`src/hdl/tth_ram.sv`:
```
`timescale 1ns / 1ps

module tth_ram #(
	parameter int WIDTH = 8,
	parameter int DEPTH = 16
) (
	input  logic                                     clk,
	input  logic                                     we,
	input  logic [((DEPTH > 1) ? $clog2(DEPTH) : 1)-1:0] waddr,
	input  logic [WIDTH-1:0]                         wdata,
	input  logic                                     re,
	input  logic [((DEPTH > 1) ? $clog2(DEPTH) : 1)-1:0] raddr,
	output logic [WIDTH-1:0]                         rdata
);

	logic [WIDTH-1:0] mem [DEPTH];

	// one write port, one registered read port
	always_ff @(posedge clk) begin
		if (we) begin
			mem[waddr] <= wdata;
		end
		if (re) begin
			rdata <= mem[raddr];
		end
	end

endmodule

```
`config.mk`:
```
export PLATFORM = sky130hd
export DESIGN_NAME = tth_ram
export DESIGN_NICKNAME = d
export VERILOG_FILES = /design/src/hdl/tth_ram.sv
export SDC_FILE = /design/constraint.sdc
export NUM_CORES = 1
export LEC_CHECK = 0
export BUFFER_PORTS_ARGS = -buffer_cell sky130_fd_sc_hd__buf_2
export CAP_MARGIN = 20
export CELL_PAD_IN_SITES_DETAIL_PLACEMENT = 1
export CELL_PAD_IN_SITES_GLOBAL_PLACEMENT = 1
export CORE_AREA = 2 2 118 120
export DETAILED_ROUTE_END_ITERATION = 8
export DIE_AREA = 0 0 120 122
export PLACE_DENSITY = 0.66
export SYNTH_ARGS = -nofsm -noshare
export SYNTH_HDL_FRONTEND = slang
export SYNTH_SLANG_ARGS = --single-unit
```
`constraint.sdc`:
```
create_clock -name clk -period 3.65 [get_ports clk]
set_clock_uncertainty 0.1 [all_clocks]
set_input_delay 0.1825 -clock clk [delete_from_list [all_inputs] [get_ports clk]]
set_output_delay 0.1825 -clock clk [all_outputs]
set_load 0.005 [all_outputs]
```
Word level (Yosys, flattened, before mapping)
Memories as Yosys holds them, arrays and structs flattened. A register that Yosys moved wholly into a read port is not among the register bits.
Index checks and enable logic that the tools add are counted.
Widths: inputs -> output; s select.

word-level totals
  memory bits (writable) = 128
  output and inout port bits = 8
  logic and storage cells = 3
  register bits after elaboration = 0
  memories kept = 1
  bits of input ports = 19

operators by class
  multiplexer cells = 2

memories
  name  depth  bits a word  rd ports  clocked after memory_dff  write ports  RTL line  RTL
  mem   16     8            1         1                         1            16        logic [WIDTH-1:0] mem [DEPTH];

operators with widths
  cell    count
  $mux 1  2

Depth between registers and ports, before layout
  depth in word-level cells = 2
  depth in mapped cells = 5
  gate-level depth less buffers = 3

Worst setup path after synthesis
No wires, ideal clock.

  path kind = input to register
  start = input port waddr[2] (netlist name)
  end = memory mem[0][0] (enable)
  stages = 2
  arrival time = 1.292 ns
  path buffers = 0
  required time = 3.167 ns
  slack = 1.875 ns
  setup time = 0.383 ns
  cell sequence = or3b_2 > nor3_1

RTL lines
  what         RTL line  RTL
  from (decl)  9         input logic [((DEPTH > 1) ? $clog2(DEPTH) : 1)-1:0] waddr,
  to (decl)    16

No word-level cell before the write port.

==> results_dict.tcl <==
set metrics [dict create \
    status "finished, final reports clean" \
    fin_cells 460 \
    antenna_cells 0 \
    antenna_found_initial 0 \
    ios 27 \
    cts_sinks 136 \
    worstSetupStartpointType "input port" \
    layout_setup_ws_ns 1.91 \
    p_total_uw 3530 \
    ys_seq_area_share_pct 78.1 \
    layout_commonest_cell "edfxtp_1" \
    power_density_nw_per_um2 580 \
    gr-usage-all-layers_pct 15.7 \
    hold_buffers 0 \
    start_util_pct 38.7 \
    path_max_fanout 32 \
    hold_viol_final 0 \
    drv_cap 0 \
    insertion_delay_ns 0.40 \
    area_delta_synth_final_pct 16.5 \
    endpoint_kind "flip-flop" \
    grt_max_degree 33 \
    ys.flop_type "edfxtp_1" \
    cts_resized 0 \
    cts_made_buffers 17 \
    dp_cells 428 \
    htree_levels 4 \
    whs_path_depth 1 \
    first_pass_iters 4 \
    portBuffers 26 \
    finalSetupViolCount 0 \
    clockBufferDepth 2 \
    synth-async-reset-ratio_pct 0 \
    layout_common_cells "edfxtp_1 (136), buf_2 (26), mux4_2 (18)" \
    timing.slew.headroom_pct 31.7 \
    vias_per_cell 5.19 \
    p_leak_uw 0.00199 \
    die-area_sq_um 14600 \
    yosysWarnings 0 \
    ys_ff_latch 136 \
    grt_pass1_vias 2554 \
    crit_chain "buf_2 > buf_4 > mux4_1 > a22oi_1 > nand2_1" \
    synth.cell_area_sq_um 5230 \
    clk_pin_slew_ns 0.06 \
    die_y_um 122 \
    synth_nets 248 \
    reg2reg_from "mem[1][5]" \
    cts_tree "done" \
    grt_overflow 0 \
    rsz0062_at_grt "no" \
    utilization_pct 45.1 \
    hold_class "in -> reg" \
    via_count 2387 \
    syn_area_per_cell_sq_um 22.8 \
    finalSetupTns_ns 0 \
    root_buffer "clkbuf_16" \
    critPathCapture "rdata[3]" \
    fmax_ghz 0.576 \
    reg2regPathDepth 3 \
    globalplace.congestion 0.679 \
    drc 0 \
    crit_slowest_cell "mux4_1" \
    regToRegEndpoint "rdata[5]" \
    maxSlewViolCount 0 \
    peakVddDrop_uv 389 \
    synth_edf_count 136 \
    period_needed_ns 1.74 \
    required_ns 3.70 \
    dp_slack_ns 1.47 \
    cts_setup_buffers 0 \
    wirelength_mm 10.5 \
    die_w_um 120 \
    crit_type "in -> reg" \
    synth_cells 229 \
    ys_types 18 \
    drt_iter0_markers 216 \
    postRouteAntennaNets 0 \
    n_fill_cell 1241 \
    period_share_pct 47.6 \
    fp-row-count 43 \
    hpwl_mm 6.38 \
    worst_slew_pin_slew_ns 1.02 \
    rrSetupSlack_ns 2.05 \
    arrival_ns 1.79 \
    grt_pass1_wl_mm 16.1 \
    slowest_delay_ns 0.64 \
    post_route_cells_drive_above_1_share_pct 28.2 \
    core_area_sq_um 13500 \
    crit_start "raddr[0]" \
    fin_nets 286 \
    wl_per_cell_um 22.9 \
]
==> critical path: cells and delay by family <==
family / cells / cell delay [ns]
multiplexers: 1 / 0.64
AND/OR/NAND/NOR: 1 / 0.08
AO/OA/AOI/OAI: 1 / 0.29
buffers and inverters: 2 / 0.58
==> registers in the layout (all words and copies together), names as in the netlist <==
name / flops
rdata: 8
mem: 128
==> worst min path at each step <==
stage / startpoint / slack, ns / endpoint
2_1_floorplan: wdata[0] / 0.18 / mem[0][0]
3_3_place_gp: wdata[6] / 0.47 / mem[2][6]
3_5_place_dp: wdata[7] / 0.48 / mem[4][7]
4_1_cts: wdata[7] / 0.05 / mem[4][7]
5_1_grt: wdata[6] / 0.07 / mem[15][6]
6_report: wdata[3] / 0.06 / mem[9][3]
==> cells by family after synthesis <==
group	count (synthesis)	synth area share (%)
AOI/OAI and AO/OA	16	2.30
DFF	136	78.1
and+or+nand+nor	35	3.14
muxes	32	14.8
buffers and inverters	10	1.65
==> Yosys cell counts, types with 2 or more instances <==
master	n	share of area (%)
nor2_1	13	0.93
edfxtp_1	136	78
nand3b_1	2	0.29
buf_2	3	0.29
nand2b_1	2	0.24
buf_6	3	0.65
mux4_2	18	7.8
clkdlybuf4s25_2	3	0.57
nand2_1	9	0.65
a22oi_1	16	2.3
mux4_1	14	7.0
nor3_1	4	0.38
==> final cells by class <==
type                    instances  area (sq um)  share of cell area (%)
flip-flops and latches        136          4080                    67.0
clock inverters                14           134                    2.20
multi-input cells              83          1070                    17.5
clock buffers                  18           429                    7.04
repair buffers                 29           153                    2.51
well taps                     180           225                    3.70
==> routing by layer <==
metal | track usage [%] | up-vias | share of wire (%)
met4 | 5.07 | 0 | 0.65
met5 | 0 | - | 0
li1 | - | 1057 | -
met3 | 3.79 | 7 | 3.7
met1 | 22.2 | 1276 | 47
met2 | 24.3 | 47 | 49
==> stage by stage <==
stage / hold WS (ns) / instance area, sq um
2_1_floorplan: 0.181 / 5230
4_1_cts: 0.0510 / 6090
5_1_grt: 0.0664 / 6090
3_3_place_gp: 0.469 / 5530
6_report: 0.0645 / 6090
3_5_place_dp: 0.483 / 5530
==> report_power, final <==
group	leakage, uW	internal, uW	switching, uW	total, uW
Sequential	0.00124	1760	10.8	1770
Combinational	0.000491	61.4	90.4	152
Clock	0.000263	994	616	1610
Total	0.00199	2820	717	3530
(Power assumes the default switching activity.)
