--- config.mk ---
export PLATFORM = sky130hd
export DESIGN_NAME = tth_mod
export DESIGN_NICKNAME = d
export VERILOG_FILES = /design/src/hdl/tth_pkg.sv /design/src/hdl/tth_mod.sv
export SDC_FILE = /design/constraint.sdc
export NUM_CORES = 1
export LEC_CHECK = 0
export CORE_MARGIN = 5
export CORE_UTILIZATION = 57
export CTS_CLUSTER_DIAMETER = 40
export DETAILED_ROUTE_END_ITERATION = 8
export DONT_BUFFER_PORTS = 1
export GPL_TIMING_DRIVEN = 0
export PLACE_DENSITY = 0.75
export SYNTH_ARGS = -nofsm -noshare
export SYNTH_HDL_FRONTEND = slang
export SYNTH_SLANG_ARGS = --single-unit
--- constraint.sdc ---
create_clock -name clk -period 2.8 [get_ports clk]
set_clock_uncertainty 0.2 [all_clocks]
set_input_delay 0.14 -clock clk [delete_from_list [all_inputs] [get_ports clk]]
set_output_delay 0.14 -clock clk [all_outputs]
set_load 0.01 [all_outputs]
--- src/hdl/tth_pkg.sv ---
`timescale 1ns / 1ps

package tth_pkg;

	// table geometry
	localparam int MAX_BUCKETS  = 4096;
	localparam int PAYLOAD_BITS = 64;
	localparam int ADDR_W       = (MAX_BUCKETS > 1) ? $clog2(MAX_BUCKETS) : 1;

	// field widths
	localparam int KEY_W     = 64;
	localparam int DEPTH_W   = 8;
	localparam int PAYLOAD_W = 64;
	localparam int CFG_W     = 13;

	// divisor width: holds any register value and the bucket limit itself
	localparam int NUM_W = $clog2(MAX_BUCKETS + 1);
	localparam int DIV_W = (CFG_W > NUM_W) ? CFG_W : NUM_W;

	localparam logic [CFG_W-1:0] CFG_RESET = CFG_W'(4096);

	// command codes
	typedef enum logic [1:0] {
		ACT_STORE        = 2'd0,
		ACT_LOOKUP_ANY   = 2'd1,
		ACT_LOOKUP_EXACT = 2'd2,
		ACT_CLEAR        = 2'd3
	} action_t;

	typedef struct packed {
		action_t              action;
		logic [KEY_W-1:0]     key;
		logic [DEPTH_W-1:0]   depth;
		logic [PAYLOAD_W-1:0] payload;
	} cmd_t;

	typedef struct packed {
		logic                 hit;
		logic                 slot;
		logic [DEPTH_W-1:0]   found_depth;
		logic [PAYLOAD_W-1:0] found_payload;
	} res_t;

	// one slot as held in memory
	typedef struct packed {
		logic [KEY_W-1:0]        key;
		logic [DEPTH_W-1:0]      depth;
		logic [PAYLOAD_BITS-1:0] payload;
	} entry_t;

endpackage

--- src/hdl/tth_mod.sv ---
`timescale 1ns / 1ps

module tth_mod
	import tth_pkg::*;
(
	input  logic              clk,
	input  logic              arst_n,
	input  logic              start,
	input  logic [KEY_W-1:0]  key,
	input  logic [DIV_W-1:0]  divisor,
	output logic              done,
	output logic [ADDR_W-1:0] rem
);

	localparam int CNT_W = $clog2(KEY_W);

	logic [KEY_W-1:0] key_q;
	logic [DIV_W-1:0] div_q;
	logic [DIV_W-1:0] rem_q;
	logic [CNT_W-1:0] cnt_q;
	logic             run_q;
	logic             done_q;

	logic [DIV_W:0]   trial;
	logic [DIV_W:0]   diff;
	logic [DIV_W-1:0] rem_next;

	// one restoring step: shift in the next key bit, subtract if it fits (no borrow)
	always_comb begin
		trial    = {rem_q, key_q[KEY_W-1]};
		diff     = trial - {1'b0, div_q};
		rem_next = diff[DIV_W] ? trial[DIV_W-1:0] : diff[DIV_W-1:0];
	end

	// step sequencer, msb first, one key bit per cycle
	always_ff @(posedge clk or negedge arst_n) begin
		if (!arst_n) begin
			key_q  <= '0;
			div_q  <= DIV_W'(1);
			rem_q  <= '0;
			cnt_q  <= '0;
			run_q  <= 1'b0;
			done_q <= 1'b0;
		end else begin
			done_q <= 1'b0;
			if (start) begin
				key_q <= key;
				div_q <= divisor;
				rem_q <= '0;
				cnt_q <= '0;
				run_q <= 1'b1;
			end else if (run_q) begin
				rem_q <= rem_next;
				key_q <= {key_q[KEY_W-2:0], 1'b0};
				cnt_q <= cnt_q + CNT_W'(1);
				if (cnt_q == CNT_W'(KEY_W - 1)) begin
					run_q  <= 1'b0;
					done_q <= 1'b1;
				end
			end
		end
	end

	assign done = done_q;
	assign rem  = rem_q[ADDR_W-1:0];

	// remainder always below the divisor once finished
	a_rem_range: assert property (@(posedge clk) disable iff (!arst_n)
		done_q |-> (rem_q < div_q))
		else $error("remainder not below divisor");

	// finish follows the last running step, with run already dropped
	a_done_after_run: assert property (@(posedge clk) disable iff (!arst_n)
		done_q |-> $past(run_q) && !run_q)
		else $error("finish without a running division");

endmodule

==> Word-level counts from Yosys, hierarchy flattened <==
Index checks and enable logic that the tools add are counted.
W data, S select, Z words.
{ "word_totals": {"ff_bits": 98, "latch_bits": 0, "mem_bits_rw": 0, "mem_bits_ro": 0, "in_bits": 80, "output_inout_bits": 13, "word_cells": 23, "mem_count": 0} }
{ "classes": {"addsub": 2, "n_mul": 0, "div": 0, "n_lt_le_gt_ge": 0, "n_eq_ne": 1, "shift": 0, "mux": 13, "bitwise": 0, "reduce_logical": 1} }
{ "ops": {"columns": ["op", "n"], "rows": [
  ["$mux W64", 2],
  ["$mux W13", 3],
  ["$sub A14 B13 Y14", 1],
  ["$mux W6", 2],
  ["$add A6 B1 Y6 const B", 1],
  ["$eq A6 B6 Y1 const B", 1],
  ["$mux W1", 6],
  ["$reduce_bool A2 Y1", 1]
]} }

==> Logic depth before layout (Yosys ltp) <==
Gate-level depths: netlist of the first run.
{ "depth": {"depth_word": 4, "mapped_depth": 10, "mapped_depth_nobuf": 10} }

==> Least setup slack after synthesis of the first run <==
Ideal clock, no wire load.
{ "synth_path": {"path_kind": "reg-to-reg", "startpoint": "register rem_q[5]", "endpoint": "register rem_q[11]", "setup_ps": 139, "arrival_ps": 2309, "required_time_ps": 2461, "slack_ps": 152, "stages_incl_launch_ff": 9, "n_path_buf": 1, "period_less_slack_ps": 2648, "cell_sequence": "dfrtp_1 > ha_1 > a211o_1 > o31ai_2 > a311oi_4 > xor2_4 > buf_8 > mux2i_1 > a211oi_2"} }
{ "synth_via": {"elab_chain_cells": 4} }
{ "synth_lines": {"columns": ["item", "line_no", "source"], "rows": [
  ["start, declared", "tth_mod.sv:19", "logic [DIV_W-1:0] rem_q;"],
  ["start signal, assigned", "tth_mod.sv:53", "rem_q <= rem_next;"],
  ["$sub A14 B13 Y14", "tth_mod.sv:31", "diff = trial - {1'b0, div_q};"],
  ["$mux W13", "tth_mod.sv:32", "rem_next = diff[DIV_W] ? trial[DIV_W-1:0] : diff[DIV_W-1:0];"],
  ["$mux W13", "tth_mod.sv:52", "end else if (run_q) begin"],
  ["$mux W13", "tth_mod.sv:46", "if (start) begin"]
]} }
No other way between the ends. The select of a mux whose other input is x is not followed.
A chain may end at the register's enable or synchronous reset.

==> Worst setup path in the final report of the first run <==
{ "layout_path": {"startpoint": "register rem_q[5]", "endpoint": "register rem_q[12]"} }
The elaborated chain is that of the path after synthesis.

==> results of run 1 <==
area by class of cell:
type,count,area share
clock inverters,6,0.0111
multi-input cells,363,0.375
clock buffers,10,0.0199
repair buffers,94,0.148
flip-flops and latches,98,0.382
well taps,108,0.0210
inverters,15,0.00877
plain buffers,43,0.0341
final timing paths:
kind | to
max | rem_q[12]$_DFFE_PN0P_
max reg2reg | rem_q[12]$_DFFE_PN0P_
min reg2reg | div_q[12]$_DFFE_PN0P_
min in group asynchronous | div_q[10]$_DFFE_PN0P_
min | key_q[45]$_DFFE_PN0P_
max in group asynchronous | div_q[0]$_DFFE_PN1P_
flip-flops by register name, indices dropped and copies added, names as in the netlist:
name	flops
rem_q	13
key_q	64
cnt_q	6
div_q	13
done	1
run_q	1
kinds of logic after synthesis:
kind of cell,count (synthesis)
buffers and inverters,58
multiplexers,75
flip-flops,98
adder cells (fa/ha/maj),15
AND/OR/NAND/NOR,142
AO/OA/AOI/OAI,118
XOR/XNOR,13
routing by layer:
| metal | part of all wire | wire, microns |
|---|---|---|
| met3 | 0.051 | 657 |
| met2 | 0.52 | 6710 |
| met5 | 0 | 0 |
| met4 | 0.017 | 224 |
| met1 | 0.41 | 5210 |
power by group through the flow:
stage / logic (mW) / registers (mW) / clock network [mW]
after floorplan: 0.813 / 1.68 / 0
after global placement: 0.927 / 1.71 / 0
after detailed placement: 0.963 / 1.72 / 0
after CTS: 1.13 / 1.69 / 0.959
after global routing: 1.29 / 1.71 / 1.02
final: 1.16 / 1.70 / 0.942
cell usage after synthesis, types with 6 or more instances:
master    number
a211oi_1       9
a21oi_1        7
buf_4         12
clkbuf_1      26
dfrtp_1       97
ha_1          14
inv_1         15
mux2i_1       74
nand2_1       88
nand2b_1       6
nor2_1        30
o21ai_0       79
xor2_1         8
timing repair:
| action | CTS | global route |
|---|---|---|
| resized for setup | 1 | 5 |
| pin swaps | 1 | 1 |
| endpoints found under the hold margin | 175 | 0 |
| hold buffers | 91 | 0 |
| endpoints found under the setup margin | 12 | 10 |
| buffers inserted | 2 | 1 |
per-stage QoR:
stage / utilization / setup TNS, ns / hold WS [ns] / area, sq um / instances
floorplan: - / 0 / -0.356 / 5110 / 519
global route: 0.736 / -0.0248 / 0.0288 / 6420 / 737
CTS: 0.734 / 0 / 0.0206 / 6400 / 736
global placement: 0.602 / -0.553 / -0.352 / 5250 / 627
detailed placement: 0.602 / -0.653 / -0.352 / 5250 / 627
finish: 0.736 / 0 / 0.0223 / 6420 / 737
==> impl_metrics.yaml, run 1 <==
grt:
  top_usage_layer: "met2"
  use_met1: 0.293
  grt_start_max_net_pins: 99
  gr-usage-met3: 0.0499
  grt_usage: 0.239
  grt_overflow: 0
  grt_pass1_wl_microns: 21600
  antenna_found_initial: 0
  grt_pass1_vias: 4491
  use_met2: 0.421
logic_synthesis:
  yosys-top-cells-area: "dfrtp_1 (47%), mux2i_1 (14%), o21ai_0 (7.7%)"
  yosys.cell_types.count: 45
  syn_area_per_cell_sq_um: 9.85
  synth-compound-area-share: 0.139
  synth_edf_count: 0
  synth_top_area_share: 0.475
  muxShareOfSynthArea: 0.147
  ys_seq_area_frac: 0.480
  synth_top_family_by_area: "multiplexers"
  synth_top_cell_by_area: "dfrtp_1"
  synth-xor-area-share: 0.0259
  yosys_warnings: 0
  syn_area_sq_um: 5110
  synthAdderAreaFrac: 0.0382
  synth_seq_cells: 98
  synthFlopType: "dfrtp_1"
  synth_simple_gate_area_frac: 0.117
  synth_nets: 614
  async_flop_share: 1.00
  netlist_instances: 519
pwr:
  p_leak_nw: 3.26
  pwr-share-clk: 0.248
  swShare: 0.326
  p_sw_mw: 1.24
  combPwrFrac: 0.306
  pwr_density_cell_nw_per_um2: 591
  pwr-share-seq: 0.447
  power_mw: 3.80
  ir_drop_mv: 0.363
  internal-power_mw: 2.56
detailed_routing:
  avgViaCountPerCell: 5.76
  firstDrtPassIters: 4
  drt_iter0_drc: 227
  routedWlPerCell_microns: 17.4
  dr_total_vias: 4244
  drt_wl_total_microns: 12800
  drc_errors: 0
  ant_nets: 0
sta:
  maxSlewHeadroom: 0.489
  setup_ws_ns: 0.0998
  hold_viol: 0
  setup_viol: 0
  drv_slew: 0
  finalCritPeriodShare: 0.964
  period_needed_ns: 2.70
  worstMarginPinSlew_ns: 0.766
  fmax_mhz: 370
clock_tree:
  root_buffer: "clkbuf_8"
  cts.sinks: 98
  clk_latency_ns: 0.36
  cts_buffers: 9
  htree_num_levels: 3
  cts_buffer_depth: 2
  cts_tree: "yes"
  clk_pin_slew_ns: 0.10
worst_hold_path:
  worstHoldPathCells: 2
  hold_class: "in2reg"
  hold_start: "start"
floorplan:
  die_area_sq_um: 11000
  core_area_sq_um: 8720
  ios: 93
  die_y_microns: 105
  die_width_microns: 105
  start_util: 0.586
  std_cell_rows: 34
critical_path:
  worstSetupPathType: "reg2reg"
  crit_cells: 8
  crit_chain: "ha_1, a211o_1, o31ai_4, a311oi_4, xor2_4, buf_4, nand2b_1, a311oi_2"
  cp-end-kind: "flop"
  required_ns: 2.87
  worst-path-buf-inv: 1
  r2r_cells: 8
  slowest_stage: "dfrtp_1"
  start_kind: "flop"
  path_max_fanout: 5
  startpoint: "rem_q[5]$_DFFE_PN0P_"
  cp.arrival_ns: 2.78
  reg2reg_from: "rem_q[5]$_DFFE_PN0P_"
  slowest_delay_ns: 0.42
  critical_path.top_delay_family: "compound AO/OA/AOI/OAI gates"
  reg2reg_slack_ns: 0.1
job:
  maxCapViolations: 0
placed_design:
  portBuffers: 0
  routabilityCongestion: 0.801
  dpl.hpwl_microns: 7940
  pre_cts_ws_ns: -0.169
final_layout:
  final_nets: 719
  multi_input_area_sq_um: 2410
  final_common_cell: "dfrtp_1"
  seq_area_sq_um: 2450
  fillCellCount: 593
  layout_common_cells: "dfrtp_1 (97), dlygate4sd3_1 (90), nand2_1 (88)"
  syn2layout_area_growth_pct: 25.6
  n_antenna_cell: 0
  drive_above_1_share: 0.0731
status:
  status: "finished, final reports clean"
No activity file was read; power rests on OpenSTA's default activity.
==> run 2, diff against run 1 <==
==> constraint.sdc (replaced) <==
create_clock -name clk -period 2.3 [get_ports clk]
set_clock_uncertainty 0.2 [all_clocks]
set_input_delay 0.115 -clock clk [delete_from_list [all_inputs] [get_ports clk]]
set_output_delay 0.115 -clock clk [all_outputs]
set_load 0.01 [all_outputs]
==> run 2 against run 1 <==
Compared with the run above:
- wire length down 0.51%
- sequential share of layout area decreased by 0.60 points
- design area up 1.8%
- sequential cell count is the same
- the run now ends with hold timing, setup timing left
- clock-buffer cell count up 1
==> impl_metrics.yaml, run 2 (same netlist as run 1, synthesis figures left out) <==
critical_path:
  worstSetupPathType: "reg2reg"
  slowest_stage: "dfrtp_1"
  path_max_fanout: 9
  reg2reg_from: "rem_q[8]$_DFFE_PN0P_"
  r2r_cells: 9
  required_ns: 2.36
  slowest_delay_ns: 0.47
  cp-end-kind: "flop"
  cp.arrival_ns: 2.63
  crit_chain: "ha_4, nand4_1, a21oi_2, o31ai_4, a311oi_4, xor2_4, buf_8, o21ai_1, a311oi_2"
  r2r_end: "rem_q[12]$_DFFE_PN0P_"
  start_kind: "flop"
  reg2reg_slack_ns: -0.26
sta:
  setup_ws_ns: -0.262
  worstMarginPinSlew_ns: 0.657
  hold_viol: 98
  rsz0062_at_grt: "yes"
  drv_slew: 0
  setup_viol: 13
  period_needed_ns: 2.56
  finalCritPeriodShare: 1.11
  timing.hold.ws_ns: -0.756
  fmax_mhz: 390
  maxSlewHeadroom: 0.562
  fin_setup_tns_ns: -2.54
detailed_routing:
  ant_nets: 0
  drc_errors: 0
  drt_wl_total_microns: 12700
  dr_total_vias: 4188
  drt_iter0_drc: 260
  routedWlPerCell_microns: 17.2
  firstDrtPassIters: 5
  avgViaCountPerCell: 5.67
clock_tree:
  cts.sinks: 98
  htree_num_levels: 3
  cts_hold_buf: 79
  cts_tree: "yes"
  clk_pin_slew_ns: 0.09
  clk_latency_ns: 0.36
  cts_buffer_depth: 2
  root_buffer: "clkbuf_8"
  cts_buffers: 9
floorplan:
  die_y_microns: 105
  ios: 93
  die_area_sq_um: 11000
  std_cell_rows: 34
  core_area_sq_um: 8720
  die_width_microns: 105
  start_util: 0.586
grt:
  grt_pass1_wl_microns: 21400
  grt_start_max_net_pins: 99
  grt_overflow: 0
  antenna_found_initial: 0
  grt_usage: 0.237
  grt_pass1_vias: 4387
pwr:
  pwr_density_cell_nw_per_um2: 736
  pwr-share-seq: 0.428
  pwr-share-clk: 0.209
  internal-power_mw: 3.23
  ir_drop_mv: 0.481
  combPwrFrac: 0.363
  p_leak_nw: 3.27
  p_sw_mw: 1.58
  swShare: 0.329
placed_design:
  pre_cts_ws_ns: -0.559
  portBuffers: 0
  routabilityCongestion: 0.815
  dpl.hpwl_microns: 7810
  placed_cell_area_sq_um: 5310
final_layout:
  largest_register: "key_q"
  syn2layout_area_growth_pct: 27.8
  drive_above_1_share: 0.132
  layout_common_cells: "dfrtp_1 (93), nand2_1 (88), o21ai_0 (79), dlygate4sd3_1 (79), mux2i_1 (73)"
  reg_top3: "key_q (64), div_q (13), rem_q (13)"
  final_common_cell: "dfrtp_1"
  finalInstanceArea_sq_um: 6540
  largest_register_ff_count: 64
  n_antenna_cell: 0
  final_nets: 721
  fillCellCount: 558
  finalCoreUtilization: 0.750
status:
  failed_checks: "hold timing, setup timing"
  status: "finished with violations"
worst_hold_path:
  hold_class: "in2async"
job:
  maxCapViolations: 0
run 2: power by group through the flow:
stage	combinational [mW]	sequential [mW]	clock, mW
floorplan	1.04	2.05	0
global placement	1.20	2.09	0
detailed placement	1.24	2.10	0
CTS	1.65	2.06	1.03
global route	1.89	2.08	1.10
finish	1.75	2.06	1.01
run 2: cell type report:
class	count	area, sq um	share of cell area
clock buffers	11	131	0.0201
multi-input cells	363	2560	0.391
clock inverters	5	38.8	0.00593
inverters	15	56.3	0.00861
repair buffers	96	935	0.143
well taps	108	135	0.0207
plain buffers	43	224	0.0343
flip-flops and latches	98	2460	0.376
run 2: critical path, delay by kind of cell (launching register included):
kind | cells | cell delay (ns)
AO/OA/AOI/OAI | 5 | 0.94
flip-flops | 1 | 0.47
adder cells (fa/ha/maj) | 1 | 0.33
XOR/XNOR | 1 | 0.26
buffers and inverters | 1 | 0.17
AND/OR/NAND/NOR | 1 | 0.10
run 2: repair_timing:
item                                    CTS  global route
endpoints found under the setup margin   13            53
pin swaps                                 8             2
endpoints found under the hold margin   175            98
resized for setup                        21             9
buffers inserted                         13             4
run 2: worst max path at each step:
stage / cells after the start / to / from
final: 9 / rem_q[12]$_DFFE_PN0P_ / rem_q[8]$_DFFE_PN0P_
after global routing: 9 / rem_q[3]$_DFFE_PN0P_ / rem_q[2]$_DFFE_PN0P_
after CTS: 8 / rem_q[6]$_DFFE_PN0P_ / rem_q[5]$_DFFE_PN0P_
after detailed placement: 9 / rem_q[11]$_DFFE_PN0P_ / rem_q[7]$_DFFE_PN0P_
after global placement: 9 / rem_q[11]$_DFFE_PN0P_ / rem_q[6]$_DFFE_PN0P_
after floorplan: 9 / rem_q[11]$_DFFE_PN0P_ / rem_q[3]$_DFFE_PN0P_
run 2: stage by stage:
stage	instances	power (mW)
finish	739	4.81
global route	739	5.07
CTS	735	4.73
detailed placement	627	3.34
global placement	627	3.28
floorplan	519	3.09
run 2: layer usage:
layer | vias to the layer above | GRT usage | share of wire
met5 | - | 0 | 0
met4 | 0 | 0.0594 | 0.012
met3 | 14 | 0.0475 | 0.053
met2 | 141 | 0.407 | 0.51
met1 | 2045 | 0.310 | 0.43
li1 | 1988 | - | -
